## config.mk

```make
export PLATFORM = sky130hd
export DESIGN_NAME = time_zone_designator_parser_flat
export DESIGN_NICKNAME = d
export VERILOG_FILES = /design/src/hdl/tzd_pkg.sv /design/src/hdl/tzd_if.sv /design/src/hdl/tzd_zone_lookup.sv /design/src/hdl/tzd_parse_core.sv /design/src/hdl/time_zone_designator_parser.sv /design/src/flat_wrapper.sv
export SDC_FILE = /design/constraint.sdc
export NUM_CORES = 1
export LEC_CHECK = 0
export ABC_AREA = 1
export BUFFER_PORTS_ARGS = -buffer_cell sky130_fd_sc_hd__clkbuf_2
export CORE_ASPECT_RATIO = 0.9
export CORE_MARGIN = 1
export CORE_UTILIZATION = 28
export DETAILED_ROUTE_END_ITERATION = 6
export PLACE_DENSITY = 0.4
export SLEW_MARGIN = 30
export SYNTH_ARGS = -nofsm -noshare
export SYNTH_HDL_FRONTEND = slang
export SYNTH_SLANG_ARGS = --single-unit
```

## constraint.sdc

```tcl
create_clock -name clk -period 21.9 [get_ports clk]
set_input_delay 2.19 -clock clk [delete_from_list [all_inputs] [get_ports clk]]
set_output_delay 2.19 -clock clk [all_outputs]
set_load 0.02 [all_outputs]
```

## src/hdl/tzd_pkg.sv

```systemverilog
`timescale 1ns / 1ps
// ----------------------------------------------------------------------------
// Time-zone designator parser package
// Shared types, phase and status codes, and the zone name table.
// ----------------------------------------------------------------------------
package tzd_pkg;

    // Parse phases.
    localparam logic [2:0] PH_SKIP  = 3'd0;
    localparam logic [2:0] PH_NAME  = 3'd1;
    localparam logic [2:0] PH_AFTER = 3'd2;
    localparam logic [2:0] PH_HOURS = 3'd3;
    localparam logic [2:0] PH_COLON = 3'd4;
    localparam logic [2:0] PH_MIN   = 3'd5;
    localparam logic [2:0] PH_DONE  = 3'd6;

    // Result status codes.
    localparam logic [2:0] ST_OK          = 3'd0;
    localparam logic [2:0] ST_UNKNOWN     = 3'd1;
    localparam logic [2:0] ST_FORBIDDEN   = 3'd2;
    localparam logic [2:0] ST_NO_HOURS    = 3'd3;
    localparam logic [2:0] ST_HOURS_RANGE = 3'd4;
    localparam logic [2:0] ST_NO_MINUTES  = 3'd5;
    localparam logic [2:0] ST_MIN_RANGE   = 3'd6;

    localparam logic [7:0] CH_PLUS  = 8'h2B;
    localparam logic [7:0] CH_MINUS = 8'h2D;
    localparam logic [7:0] CH_COLON = 8'h3A;
    localparam logic [7:0] CH_ZERO  = 8'h30;

    localparam logic [6:0] MAX_HOURS   = 7'd23;
    localparam logic [6:0] MAX_MINUTES = 7'd59;

    localparam int ZONE_COUNT = 34;

    typedef struct packed {
        logic [31:0]        letters;
        logic [2:0]         len;
        logic signed [16:0] base;
        logic               shift;
    } zone_entry_t;

    typedef struct packed {
        logic               hit;
        logic signed [16:0] base;
        logic               shift;
    } zone_t;

    typedef struct packed {
        logic               valid;
        logic signed [17:0] offset_seconds;
        logic [2:0]         status;
        logic [7:0]         consumed_chars;
    } result_t;

    localparam zone_entry_t ZONE_TABLE [ZONE_COUNT] = '{
        '{{24'd0, "Z"},    3'd1, 17'sd0,      1'b1},
        '{{16'd0, "UT"},   3'd2, 17'sd0,      1'b1},
        '{{8'd0, "GMT"},   3'd3, 17'sd0,      1'b1},
        '{{8'd0, "BST"},   3'd3, 17'sd3600,   1'b0},
        '{{8'd0, "IST"},   3'd3, 17'sd3600,   1'b0},
        '{{8'd0, "WET"},   3'd3, 17'sd0,      1'b0},
        '{"WEST",          3'd4, 17'sd3600,   1'b0},
        '{{8'd0, "CET"},   3'd3, 17'sd3600,   1'b0},
        '{"CEST",          3'd4, 17'sd7200,   1'b0},
        '{{8'd0, "EET"},   3'd3, 17'sd7200,   1'b0},
        '{"EEST",          3'd4, 17'sd10800,  1'b0},
        '{{8'd0, "MSK"},   3'd3, 17'sd10800,  1'b0},
        '{{8'd0, "MSD"},   3'd3, 17'sd14400,  1'b0},
        '{{8'd0, "NST"},   3'd3, -17'sd12600, 1'b0},
        '{{8'd0, "NDT"},   3'd3, -17'sd9000,  1'b0},
        '{{8'd0, "AST"},   3'd3, -17'sd14400, 1'b0},
        '{{8'd0, "ADT"},   3'd3, -17'sd10800, 1'b0},
        '{{8'd0, "EST"},   3'd3, -17'sd18000, 1'b0},
        '{{8'd0, "EDT"},   3'd3, -17'sd14400, 1'b0},
        '{{8'd0, "CST"},   3'd3, -17'sd21600, 1'b0},
        '{{8'd0, "CDT"},   3'd3, -17'sd18000, 1'b0},
        '{{8'd0, "MST"},   3'd3, -17'sd25200, 1'b0},
        '{{8'd0, "MDT"},   3'd3, -17'sd21600, 1'b0},
        '{{8'd0, "PST"},   3'd3, -17'sd28800, 1'b0},
        '{{8'd0, "PDT"},   3'd3, -17'sd25200, 1'b0},
        '{"AKST",          3'd4, -17'sd32400, 1'b0},
        '{"AKDT",          3'd4, -17'sd28800, 1'b0},
        '{{8'd0, "HST"},   3'd3, -17'sd36000, 1'b0},
        '{"AEST",          3'd4, 17'sd36000,  1'b0},
        '{"AEDT",          3'd4, 17'sd39600,  1'b0},
        '{"ACST",          3'd4, 17'sd34200,  1'b0},
        '{"ACDT",          3'd4, 17'sd37800,  1'b0},
        '{"AWST",          3'd4, 17'sd28800,  1'b0},
        '{"AWDT",          3'd4, 17'sd32400,  1'b0}
    };

endpackage

```

## src/hdl/tzd_if.sv

```systemverilog
`timescale 1ns / 1ps
// ----------------------------------------------------------------------------
// Time-zone designator parser channels
// Valid/ready interfaces for the character input and the result output.
// ----------------------------------------------------------------------------
interface tzd_char_if;
    logic       valid;
    logic       ready;
    logic [7:0] char_code;
    logic       final_char;

    modport source (output valid, output char_code, output final_char, input ready);
    modport sink (input valid, input char_code, input final_char, output ready);
endinterface

interface tzd_result_if;
    logic               valid;
    logic               ready;
    logic signed [17:0] offset_seconds;
    logic [2:0]         status;
    logic [7:0]         consumed_chars;

    modport source (output valid, output offset_seconds, output status,
                    output consumed_chars, input ready);
    modport sink (input valid, input offset_seconds, input status,
                  input consumed_chars, output ready);
endinterface

```

## src/hdl/tzd_zone_lookup.sv

```systemverilog
`timescale 1ns / 1ps
// ----------------------------------------------------------------------------
// Zone name lookup
// Case-sensitive match of the collected letters against the zone table.
// ----------------------------------------------------------------------------
module tzd_zone_lookup
(
    input  logic [31:0]    name,
    input  logic [2:0]     count,
    output tzd_pkg::zone_t zone
);

    // Names in the table are unique, so at most one entry matches.
    always_comb
    begin
        zone = '0;
        for (int i = 0; i < tzd_pkg::ZONE_COUNT; i++)
        begin
            if (tzd_pkg::ZONE_TABLE[i].len == count &&
                tzd_pkg::ZONE_TABLE[i].letters == name)
            begin
                zone.hit   = 1'b1;
                zone.base  = tzd_pkg::ZONE_TABLE[i].base;
                zone.shift = tzd_pkg::ZONE_TABLE[i].shift;
            end
        end
    end

endmodule

```

## src/hdl/tzd_parse_core.sv

```systemverilog
`timescale 1ns / 1ps
// ----------------------------------------------------------------------------
// Parse core
// Parse state registers and the combinational step for one character.
// ----------------------------------------------------------------------------
module tzd_parse_core
(
    input  logic              clk,
    input  logic              rst_n,
    input  logic              step_en,
    input  logic [7:0]        char_code,
    input  logic              final_char,
    output tzd_pkg::result_t  result
);

    logic [2:0]         phase_reg,   phase_next;
    logic [31:0]        name_reg,    name_next;
    logic [2:0]         letters_reg, letters_next;
    logic signed [16:0] base_reg,    base_next;
    logic               shift_reg,   shift_next;
    logic               neg_reg,     neg_next;
    logic [6:0]         hour_reg,    hour_next;
    logic [1:0]         hdig_reg,    hdig_next;
    logic [6:0]         min_reg,     min_next;
    logic [1:0]         mdig_reg,    mdig_next;
    logic [7:0]         count_reg,   count_next;

    logic               is_space;
    logic               is_alpha;
    logic               is_digit;
    logic               is_sign;
    logic [3:0]         digit;
    logic [31:0]        name_upd;
    logic [2:0]         letters_upd;
    tzd_pkg::zone_t     zone;
    logic               emit_valid;
    logic [2:0]         emit_status;
    logic               do_after;
    logic               do_minute;
    logic [17:0]        magnitude;

    function automatic logic [7:0] sat_inc(input logic [7:0] v);
        return (v == 8'hFF) ? v : v + 8'd1;
    endfunction

    assign is_space = (char_code == 8'h20) || (char_code >= 8'h09 && char_code <= 8'h0D);
    assign is_alpha = (char_code >= 8'h41 && char_code <= 8'h5A) ||
                      (char_code >= 8'h61 && char_code <= 8'h7A);
    assign is_digit = (char_code >= 8'h30 && char_code <= 8'h39);
    assign is_sign  = (char_code == tzd_pkg::CH_PLUS) || (char_code == tzd_pkg::CH_MINUS);
    assign digit    = 4'(char_code - tzd_pkg::CH_ZERO);

    // Every lookup of a step sees the letters after this character is added,
    // if it is a letter of the name.
    always_comb
    begin
        if (is_alpha && (phase_reg == tzd_pkg::PH_SKIP || phase_reg == tzd_pkg::PH_NAME))
        begin
            name_upd    = {name_reg[23:0], char_code};
            letters_upd = letters_reg + 3'd1;
        end
        else
        begin
            name_upd    = name_reg;
            letters_upd = letters_reg;
        end
    end

    tzd_zone_lookup u_lookup
    (
        .name  (name_upd),
        .count (letters_upd),
        .zone  (zone)
    );

    always_comb
    begin
        phase_next   = phase_reg;
        name_next    = name_reg;
        letters_next = letters_reg;
        base_next    = base_reg;
        shift_next   = shift_reg;
        neg_next     = neg_reg;
        hour_next    = hour_reg;
        hdig_next    = hdig_reg;
        min_next     = min_reg;
        mdig_next    = mdig_reg;
        count_next   = count_reg;
        emit_valid   = 1'b0;
        emit_status  = tzd_pkg::ST_OK;
        do_after     = 1'b0;
        do_minute    = 1'b0;

        unique case (phase_reg)
            tzd_pkg::PH_SKIP,
            tzd_pkg::PH_NAME:
            begin
                if (phase_reg == tzd_pkg::PH_SKIP && is_space)
                begin
                    count_next = sat_inc(count_reg);
                end
                else if (is_alpha)
                begin
                    count_next   = sat_inc(count_reg);
                    name_next    = name_upd;
                    letters_next = letters_upd;
                    phase_next   = tzd_pkg::PH_NAME;
                    if (letters_upd >= 3'd4)
                    begin
                        if (!zone.hit)
                        begin
                            emit_valid  = 1'b1;
                            emit_status = tzd_pkg::ST_UNKNOWN;
                        end
                        else
                        begin
                            base_next  = zone.base;
                            shift_next = zone.shift;
                            phase_next = tzd_pkg::PH_AFTER;
                        end
                    end
                end
                else if (phase_reg == tzd_pkg::PH_SKIP)
                begin
                    // No designator: a zone of offset zero that allows a difference.
                    base_next  = '0;
                    shift_next = 1'b1;
                    phase_next = tzd_pkg::PH_AFTER;
                    do_after   = 1'b1;
                end
                else if (!zone.hit)
                begin
                    emit_valid  = 1'b1;
                    emit_status = tzd_pkg::ST_UNKNOWN;
                end
                else
                begin
                    base_next  = zone.base;
                    shift_next = zone.shift;
                    phase_next = tzd_pkg::PH_AFTER;
                    do_after   = 1'b1;
                end
            end
            tzd_pkg::PH_AFTER:
            begin
                do_after = 1'b1;
            end
            tzd_pkg::PH_HOURS:
            begin
                if (is_digit)
                begin
                    count_next = sat_inc(count_reg);
                    hour_next  = 7'(hour_reg * 7'd10 + {3'd0, digit});
                    hdig_next  = hdig_reg + 2'd1;
                    if (hdig_next >= 2'd2)
                    begin
                        if (hour_next > tzd_pkg::MAX_HOURS)
                        begin
                            emit_valid  = 1'b1;
                            emit_status = tzd_pkg::ST_HOURS_RANGE;
                        end
                        else
                        begin
                            phase_next = tzd_pkg::PH_COLON;
                        end
                    end
                end
                else if (hdig_reg == 2'd0)
                begin
                    emit_valid  = 1'b1;
                    emit_status = tzd_pkg::ST_NO_HOURS;
                end
                else if (char_code == tzd_pkg::CH_COLON)
                begin
                    count_next = sat_inc(count_reg);
                    phase_next = tzd_pkg::PH_MIN;
                end
                else
                begin
                    emit_valid  = 1'b1;
                    emit_status = tzd_pkg::ST_NO_MINUTES;
                end
            end
            tzd_pkg::PH_COLON:
            begin
                phase_next = tzd_pkg::PH_MIN;
                if (char_code == tzd_pkg::CH_COLON)
                begin
                    count_next = sat_inc(count_reg);
                end
                else
                begin
                    do_minute = 1'b1;
                end
            end
            tzd_pkg::PH_MIN:
            begin
                do_minute = 1'b1;
            end
            default:
            begin
                // Done: characters up to the end of the field are ignored.
            end
        endcase

        if (do_after)
        begin
            if (is_sign && !shift_next)
            begin
                emit_valid  = 1'b1;
                emit_status = tzd_pkg::ST_FORBIDDEN;
            end
            else if (is_sign)
            begin
                count_next = sat_inc(count_reg);
                neg_next   = (char_code == tzd_pkg::CH_MINUS);
                phase_next = tzd_pkg::PH_HOURS;
            end
            else
            begin
                emit_valid  = 1'b1;
                emit_status = tzd_pkg::ST_OK;
            end
        end

        if (do_minute)
        begin
            if (is_digit)
            begin
                count_next = sat_inc(count_reg);
                min_next   = 7'(min_reg * 7'd10 + {3'd0, digit});
                mdig_next  = mdig_reg + 2'd1;
                if (mdig_next >= 2'd2)
                begin
                    emit_valid  = 1'b1;
                    emit_status = (min_next > tzd_pkg::MAX_MINUTES) ?
                                  tzd_pkg::ST_MIN_RANGE : tzd_pkg::ST_OK;
                end
            end
            else
            begin
                emit_valid  = 1'b1;
                emit_status = (mdig_reg == 2'd0) ? tzd_pkg::ST_NO_MINUTES : tzd_pkg::ST_OK;
            end
        end

        if (emit_valid)
        begin
            phase_next = tzd_pkg::PH_DONE;
        end

        // The end of the field acts like a terminating character.
        if (final_char && !emit_valid)
        begin
            unique case (phase_next)
                tzd_pkg::PH_SKIP:
                begin
                    emit_valid  = 1'b1;
                    emit_status = tzd_pkg::ST_OK;
                    base_next   = '0;
                end
                tzd_pkg::PH_NAME:
                begin
                    emit_valid = 1'b1;
                    if (zone.hit)
                    begin
                        emit_status = tzd_pkg::ST_OK;
                        base_next   = zone.base;
                    end
                    else
                    begin
                        emit_status = tzd_pkg::ST_UNKNOWN;
                    end
                end
                tzd_pkg::PH_AFTER:
                begin
                    emit_valid  = 1'b1;
                    emit_status = tzd_pkg::ST_OK;
                end
                tzd_pkg::PH_HOURS:
                begin
                    emit_valid  = 1'b1;
                    emit_status = (hdig_next == 2'd0) ?
                                  tzd_pkg::ST_NO_HOURS : tzd_pkg::ST_NO_MINUTES;
                end
                tzd_pkg::PH_COLON:
                begin
                    emit_valid  = 1'b1;
                    emit_status = tzd_pkg::ST_NO_MINUTES;
                end
                tzd_pkg::PH_MIN:
                begin
                    emit_valid  = 1'b1;
                    emit_status = (mdig_next == 2'd0) ? tzd_pkg::ST_NO_MINUTES : tzd_pkg::ST_OK;
                end
                default:
                begin
                end
            endcase
        end
    end

    assign magnitude = 18'({11'd0, hour_next} * 18'd3600) + 18'({11'd0, min_next} * 18'd60);

    always_comb
    begin
        result.valid          = emit_valid;
        result.status         = emit_status;
        result.consumed_chars = count_next;
        if (emit_status == tzd_pkg::ST_OK)
        begin
            result.offset_seconds = 18'({base_next[16], base_next}) +
                                    (neg_next ? -magnitude : magnitude);
        end
        else
        begin
            result.offset_seconds = '0;
        end
    end

    always_ff @(posedge clk or negedge rst_n)
    begin
        if (!rst_n)
        begin
            phase_reg   <= tzd_pkg::PH_SKIP;
            name_reg    <= '0;
            letters_reg <= '0;
            base_reg    <= '0;
            shift_reg   <= 1'b0;
            neg_reg     <= 1'b0;
            hour_reg    <= '0;
            hdig_reg    <= '0;
            min_reg     <= '0;
            mdig_reg    <= '0;
            count_reg   <= '0;
        end
        else if (step_en)
        begin
            if (final_char)
            begin
                phase_reg   <= tzd_pkg::PH_SKIP;
                name_reg    <= '0;
                letters_reg <= '0;
                base_reg    <= '0;
                shift_reg   <= 1'b0;
                neg_reg     <= 1'b0;
                hour_reg    <= '0;
                hdig_reg    <= '0;
                min_reg     <= '0;
                mdig_reg    <= '0;
                count_reg   <= '0;
            end
            else
            begin
                phase_reg   <= phase_next;
                name_reg    <= name_next;
                letters_reg <= letters_next;
                base_reg    <= base_next;
                shift_reg   <= shift_next;
                neg_reg     <= neg_next;
                hour_reg    <= hour_next;
                hdig_reg    <= hdig_next;
                min_reg     <= min_next;
                mdig_reg    <= mdig_next;
                count_reg   <= count_next;
            end
        end
    end

    // An error result never carries an offset.
    assert property (@(posedge clk) disable iff (!rst_n)
        result.valid && result.status != tzd_pkg::ST_OK |-> result.offset_seconds == '0)
    else $error("error result with nonzero offset");

    // A field that has not yet reported gives its result at the latest on its last word.
    assert property (@(posedge clk) disable iff (!rst_n)
        step_en && final_char && phase_reg != tzd_pkg::PH_DONE |-> result.valid)
    else $error("field ended without a result");

    // Once a field has reported, no second result appears.
    assert property (@(posedge clk) disable iff (!rst_n)
        phase_reg == tzd_pkg::PH_DONE |-> !result.valid)
    else $error("second result for one field");

    // The last word of a field returns the parser to its idle state.
    assert property (@(posedge clk) disable iff (!rst_n)
        step_en && final_char |=> phase_reg == tzd_pkg::PH_SKIP && count_reg == '0)
    else $error("parser not cleared after end of field");

endmodule

```

## src/hdl/time_zone_designator_parser.sv

```systemverilog
`timescale 1ns / 1ps
// ----------------------------------------------------------------------------
// Time-zone designator parser
// Parses a zone field such as "GMT+05:30" or "PDT" into an offset in seconds.
// ----------------------------------------------------------------------------
// Usage:
//   chars   - one character word per cycle; final_char marks the last one of
//             a field. Leading white space is skipped.
//   results - one word per field: offset_seconds, status and consumed_chars.
//             The result appears as soon as the parse ends, which may be
//             before the end of the field; later characters are dropped.
// Path: the character that ends the parse is first captured in the input
//   register; once the result register has room, the parse step loads the
//   result register from it and results.valid rises.
// Throughput: one character per cycle unless a result stalls; the whole parse
//   step of a character fits in the single stage between input and result registers.
// Reset: clears the valid flags of both registers and returns the parser to the
//   start of a field. The end of each field returns the parser there as well.
// Stall: while a result waits on results.ready, the input register holds
//   one more character and chars.ready drops only once that register is full.
// ----------------------------------------------------------------------------
module time_zone_designator_parser
(
    input logic          clk,
    input logic          rst_n,
    tzd_char_if.sink     chars,
    tzd_result_if.source results
);

    logic               in_valid_reg;
    logic [7:0]         char_reg;
    logic               final_reg;
    logic               out_valid_reg;
    logic signed [17:0] offset_reg;
    logic [2:0]         status_reg;
    logic [7:0]         consumed_reg;
    logic               advance;
    tzd_pkg::result_t   result;

    // The held character moves into the parser only when the result register
    // has room for whatever it may produce.
    assign advance     = in_valid_reg && (!out_valid_reg || results.ready);
    assign chars.ready = !in_valid_reg || advance;

    always_ff @(posedge clk or negedge rst_n)
    begin
        if (!rst_n)
        begin
            in_valid_reg <= 1'b0;
        end
        else if (chars.ready)
        begin
            in_valid_reg <= chars.valid;
        end
    end

    always_ff @(posedge clk)
    begin
        if (chars.ready && chars.valid)
        begin
            char_reg  <= chars.char_code;
            final_reg <= chars.final_char;
        end
    end

    tzd_parse_core u_core
    (
        .clk        (clk),
        .rst_n      (rst_n),
        .step_en    (advance),
        .char_code  (char_reg),
        .final_char (final_reg),
        .result     (result)
    );

    always_ff @(posedge clk or negedge rst_n)
    begin
        if (!rst_n)
        begin
            out_valid_reg <= 1'b0;
        end
        else if (advance && result.valid)
        begin
            out_valid_reg <= 1'b1;
        end
        else if (results.ready)
        begin
            out_valid_reg <= 1'b0;
        end
    end

    always_ff @(posedge clk)
    begin
        if (advance && result.valid)
        begin
            offset_reg   <= result.offset_seconds;
            status_reg   <= result.status;
            consumed_reg <= result.consumed_chars;
        end
    end

    assign results.valid          = out_valid_reg;
    assign results.offset_seconds = offset_reg;
    assign results.status         = status_reg;
    assign results.consumed_chars = consumed_reg;

    // A stalled result blocks the parser, so a held character cannot advance.
    assert property (@(posedge clk) disable iff (!rst_n)
        out_valid_reg && !results.ready |-> !advance)
    else $error("parser advanced over a stalled result");

    // A result produced by the parser is visible on the next cycle.
    assert property (@(posedge clk) disable iff (!rst_n)
        advance && result.valid |=> results.valid)
    else $error("parser result was lost");

    // The input side is refused only while a character is held and blocked.
    assert property (@(posedge clk) disable iff (!rst_n)
        !chars.ready |-> in_valid_reg && out_valid_reg && !results.ready)
    else $error("input refused without a stall");

endmodule
```

## src/flat_wrapper.sv

```systemverilog
// flat-port wrapper written by rule: the top's interface ports become plain ports
module time_zone_designator_parser_flat 
  (clk, rst_n, chars_valid, chars_char_code, chars_final_char, chars_ready, results_valid, results_offset_seconds, results_status, results_consumed_chars, results_ready);
  tzd_char_if chars_i ();
  tzd_result_if results_i ();
  input logic clk;
  input logic rst_n;
  input wire logic [$bits(chars_i.valid)-1:0] chars_valid;
  input wire logic [$bits(chars_i.char_code)-1:0] chars_char_code;
  input wire logic [$bits(chars_i.final_char)-1:0] chars_final_char;
  output wire logic [$bits(chars_i.ready)-1:0] chars_ready;
  output wire logic [$bits(results_i.valid)-1:0] results_valid;
  output wire logic [$bits(results_i.offset_seconds)-1:0] results_offset_seconds;
  output wire logic [$bits(results_i.status)-1:0] results_status;
  output wire logic [$bits(results_i.consumed_chars)-1:0] results_consumed_chars;
  input wire logic [$bits(results_i.ready)-1:0] results_ready;
  assign chars_i.valid = chars_valid;
  assign chars_i.char_code = chars_char_code;
  assign chars_i.final_char = chars_final_char;
  assign chars_ready = chars_i.ready;
  assign results_valid = results_i.valid;
  assign results_offset_seconds = results_i.offset_seconds;
  assign results_status = results_i.status;
  assign results_consumed_chars = results_i.consumed_chars;
  assign results_i.ready = results_ready;
  time_zone_designator_parser u_core (.clk(clk), .rst_n(rst_n), .chars(chars_i), .results(results_i));
endmodule
```

After elaboration in Yosys (flattened, before gate mapping) --
Index checks and enable logic that the tools add are counted.
Operators by class: add/subtract/negate cells 10, multiply operators 4, magnitude comparators 13, equal/unequal tests 54, mux-type cells 158, reduce and logical (&&, ||, !) cells 69
Operators with widths (count):
- $eq A23 B32 Y1 const A | 21
- $mux W19 | 34
- $eq A31 B32 Y1 const A | 11
- $mux W32 | 5
- $mux W17 | 9
- $mux W3 | 37
- $mux W8 | 12
- $logic_and A1 B1 Y1 | 45
- $mux W7 | 6
- $mux W1 | 38
- $pmux W17 S2 | 1
- $eq A15 B32 Y1 const A | 1
- $eq A7 B32 Y1 const A | 1
- $eq A8 B6 Y1 const B | 4
- $pmux W8 S3 | 1
- $add A18 B13 Y18 | 1
- $add A18 B18 Y18 | 1
- $mux W18 | 1
- $neg A18 Y18 | 1
- $ge A8 B7 Y1 const B | 2
- $le A8 B7 Y1 const B | 2
- $mux W2 | 8
- $pmux W3 S5 | 1
- $add A7 B4 Y7 | 2
- 34 further kinds | 63
Storage, ports and cells: flip-flop bits (word level) 123, output and inout bits 31

Longest topological paths before layout --
word-level depth 60, mapped depth 58, depth with buffers taken out 57

Modules after synthesis --
A second synthesis with hierarchy kept.
Second synthesis, totals: cells, all modules 1669, area, all modules 12086.6 um^2
By module, submodules not included:
- tzd_parse_core | times used 1, cells each 1324, area an instance 9243.9 um^2, seq. area each 2077.0 um^2
- tzd_zone_lookup | times used 1, cells each 292, area an instance 1595.3 um^2, seq. area each 0.0 um^2
- time_zone_designator_parser | times used 1, cells each 53, area an instance 1247.4 um^2, seq. area each 1191.1 um^2

Worst setup path before layout --
OpenSTA, ideal clock, no wires.
kind register to register, start point register u_core.char_reg[7], end point register u_core.offset_reg[17] (netlist: u_core.results.offset_seconds[17]) (data pin), data arrival time 7119 ps, required time 21644 ps, setup slack 14525 ps, cell stages (with the launch flop) 43, path buffers 0, period minus slack after synthesis 7375 ps, path through edfxtp_1 > nor2_1 > inv_1 > nor3_1 > inv_1 > nor2_1 > inv_1 > nor2_2 > clkinv_1 > o21ai_0 > inv_1 > fa_1 > fa_1 > fa_1 > o21ai_0 > a21oi_1 > o21ai_0 > xnor2_1 > [... 7 more ...] > nor2_1 > xor2_1 > inv_1 > ha_1 > a21oi_1 > nand2_1 > nand2_1 > nand2_1 > a21oi_1 > nand3_1 > nand2_1 > inv_1 > nand3_1 > nand2_1 > nand2_1 > nand2_1 > inv_1 > nor2_1
Between the ends: cells in the longest elaborated chain, start to end 59, elaborated cells on any way between the ends 230, classes of those cells add/sub (3); mul (2); order compare (9); eq/ne (47); mux (117); reduce/logical (52)
RTL lines:
- start, declared | line time_zone_designator_parser.sv:31 | logic [7:0] char_reg;
- start signal, assigned | line time_zone_designator_parser.sv:61 | char_reg <= chars.char_code;
- parallel branches: the longest is 59 deep, another holds $ge A8 B7 Y1
- end signal, assigned | line time_zone_designator_parser.sv:96 | offset_reg <= result.offset_seconds;
- end, declared | line time_zone_designator_parser.sv:34 | logic signed [17:0] offset_reg;
Parallel ways; which one is timed is not known. A chain may end at the register's enable or synchronous reset.

Final worst setup path --
Same ends and word-level chain as after synthesis.

==> impl_metrics.env <==
export IMPL_fillers=4583
export IMPL_die_w_um=221
export IMPL_cts_tree="built"
export IMPL_synth_compound_area_share_pct=15.2
export IMPL_drv_slew=0
export IMPL_path_clk_slew_ns=0.06
export IMPL_worst_slew_pin_slew_ns=0.947
export IMPL_postCtsSetupBuffers=0
export IMPL_post_synth_cell_area_avg_um2=7.18
export IMPL_synth_flop_cell="dfrtp_1"
export IMPL_path_max_fanout=10
export IMPL_power_density_nw_per_um2=83.3
export IMPL_post_drt_via_cell_ratio=4.83
export IMPL_synth_xor_xnor_area_share_pct=5.00
export IMPL_end_kind="register"
export IMPL_holdPathEnd="u_core.u_core.min_reg[6]$_DFFE_PN0P_"
export IMPL_synth_top_family_by_area="simple AND/OR/NAND/NOR gates"
export IMPL_stdcell_count=2282
export IMPL_largest_reg_flops=32
export IMPL_finalSetupViolCount=0
export IMPL_final_layout_size_suffix_gt1_share_pct=11.4
export IMPL_routed_wl_mm=37.5
export IMPL_synth_seq_area_share_pct=27.1
export IMPL_synth_common_cells="370 x nand2_1, 271 x inv_1, 156 x nor2_1, 98 x o21ai_0, 87 x ha_1"
export IMPL_max_stage_delay_ns=0.63
export IMPL_drc=0
export IMPL_cts_hold_buf=0
export IMPL_syn_nets=1805
export IMPL_regToRegStartpoint="u_core.char_reg[7]$_DFFE_PP_"
export IMPL_min_delay_path_depth=2
export IMPL_dp_cells=2250
export IMPL_initial_core_util_pct=28.6
export IMPL_synth_seq_cells=123
export IMPL_firstDrtPassIters=7
export IMPL_worstHoldPathType="reg -> reg"
export IMPL_fmax_mhz=111
export IMPL_p_leak_nw=6.66
export IMPL_antenna_found_initial=0
export IMPL_required_ns=22.09
export IMPL_yosys_area_top_type="dfrtp_1"
export IMPL_synth_most_common_cell="nand2_1"
export IMPL_startpoint_type="register"
export IMPL_die_h_um=199
export IMPL_ir_worst_vdd_mv=0.0527
export IMPL_core_um2=42200
export IMPL_synth_edf_count=38
export IMPL_grt_max_degree=88
export IMPL_yosysTopAreaCellShare_pct=17.6
export IMPL_clk_latency_ns=0.45
export IMPL_arrival_ns=9.18
export IMPL_final_util_pct=31.8
export IMPL_syn_instance_count=1683
export IMPL_area_growth_syn_to_layout_pct=11.1
export IMPL_track_usage_pct=17.9
export IMPL_n_antenna_cell=0
export IMPL_hpwlAfterDp_mm=29.3
export IMPL_gp_congestion=0.899
export IMPL_tns_ns=0
export IMPL_fin_skew_ns=0.00888
export IMPL_die_area_um2=44000
export IMPL_cts_resized_gates=0
export IMPL_path_class="reg -> reg"
export IMPL_r2r_slack_ns=12.91
export IMPL_hold_path_startpoint="u_core.u_core.min_reg[6]$_DFFE_PN0P_"
export IMPL_clock_path_buffers=2
export IMPL_period_share_pct=41.0
export IMPL_grt_overflow=0
export IMPL_grt_pass1_vias=11100
export IMPL_io_buffers=43
export IMPL_yosysUniqueCellTypes=62
export IMPL_rows=71
export IMPL_r2r_end="u_core.results.offset_seconds[17]$_SDFFCE_PP0P_"
export IMPL_maxCapViolCount=0
export IMPL_netlist_top_cells_area="dfrtp_1 18%, nand2_1 11%, edfxtp_1 9.4%"
export IMPL_worst_r2r_cell_count=42
export IMPL_grt_pass1_wl_mm=61.5
export IMPL_vias=11000
export IMPL_cts_root_buffer="clkbuf_16"
export IMPL_syn_area_um2=12100
export IMPL_finish_net_count=1844
export IMPL_numCtsBuffers=17
export IMPL_clkSinkCount=123
export IMPL_final_hold_violation_count=0
export IMPL_slowest_stage="fa_1"
export IMPL_muxShareOfSynthArea_pct=0
export IMPL_ant_nets=0
export IMPL_fin_crit_ns=8.99
export IMPL_ios=44
export IMPL_relSlewSlack_pct=36.4
export IMPL_initialDrtViolationCount=778
export IMPL_synthSimpleGateAreaFrac_pct=29.5
export IMPL_wl_per_cell_um=16.4
export IMPL_yosys_area_share_adder_pct=12.7
export IMPL_ys_async_sr_fraction_pct=69.1
export IMPL_yosysWarnings=0
export IMPL_status="finished, final reports clean"
export IMPL_rsz0062_at_grt="no"
export IMPL_htree_levels=4
per-layer routing:
layer	part of all wire [%]	up-vias	GRT usage [%]
met3	3.6	32	2.91
met4	1.1	0	4.17
li1	-	5591	-
met1	53	5158	25.9
met5	0	-	0
met2	42	231	27.8
metrics by stage:
step | instance area [um^2] | hold WS [ns] | worst slack [ns] | total power [mW]
final | 13400 | 0.486 | 12.91 | 1.12
after global routing | 13400 | 0.534 | 11.98 | 1.20
after CTS | 13400 | 0.491 | 12.89 | 1.13
after detailed placement | 12900 | 0.476 | 12.94 | 0.841
after global placement | 12900 | 0.469 | 12.87 | 0.845
after floorplan | 12100 | 0.448 | 14.52 | 0.694
final cells by class:
type                            count  area [um^2]  share of cell area, %
Clock buffer                       17          425                   3.17
Clock inverter                     15          141                   1.05
Inverter                          284         1070                   7.94
Multi-Input combinational cell   1242         7530                   56.1
Sequential cell                   123         3270                   24.4
Tap cell                          547          684                   5.10
Timing Repair Buffer               54          300                   2.24
cells in the final DEF (no fill, tap or decap), types with 38 or more instances in the layout:
master and n:
ha_1 87, xor2_1 45, a21oi_1 75, edfxtp_1 38, inv_1 271, dfrtp_1 85, clkbuf_2 42, nor2_1 155
nand3_1 74, o22ai_1 49, nand2_1 370, o21ai_0 98
cells by family (layout without fill, tap and decap cells):
logic type	Yosys count	count (layout)
AOI/OAI and AO/OA	310	310
xor gates and xnor gates	69	69
adders and majority gates	109	109
buffers and inverters	318	370
DFF	123	123
and+or+nand+nor	754	754
report_power, final:
| group | leakage (nW) | switching (mW) | total, mW | internal (mW) |
|---|---|---|---|---|
| Combinational | 4.84 | 0.392 | 0.524 | 0.132 |
| Clock | 0.276 | 0.126 | 0.284 | 0.158 |
| Sequential | 1.55 | 0.0201 | 0.309 | 0.289 |
| Total | 6.66 | 0.539 | 1.12 | 0.579 |
worst max-delay path: cells and delay by family, from the launching register on:
family / cells / cell delay [ns]
AND/OR/NAND/NOR: 18 / 2.52
buffers and inverters: 9 / 1.24
AO/OA/AOI/OAI: 7 / 1.88
adder cells (fa/ha/maj): 5 / 2.19
flip-flops: 1 / 0.40
XOR/XNOR: 3 / 0.49
worst max path at each step:
stage / startpoint / end / slack [ns]
after global routing: u_core.char_reg[7]$_DFFE_PP_ / u_core.results.offset_seconds[17]$_SDFFCE_PP0P_ / 11.98
after CTS: u_core.char_reg[7]$_DFFE_PP_ / u_core.results.offset_seconds[17]$_SDFFCE_PP0P_ / 12.89
after global placement: u_core.char_reg[7]$_DFFE_PP_ / u_core.results.offset_seconds[17]$_SDFFCE_PP0P_ / 12.87
final: u_core.char_reg[7]$_DFFE_PP_ / u_core.results.offset_seconds[17]$_SDFFCE_PP0P_ / 12.91
after detailed placement: u_core.char_reg[7]$_DFFE_PP_ / u_core.results.offset_seconds[17]$_SDFFCE_PP0P_ / 12.94
after floorplan: u_core.char_reg[7]$_DFFE_PP_ / u_core.results.offset_seconds[17]$_SDFFCE_PP0P_ / 14.52
No activity file was read; power rests on OpenSTA's default activity.
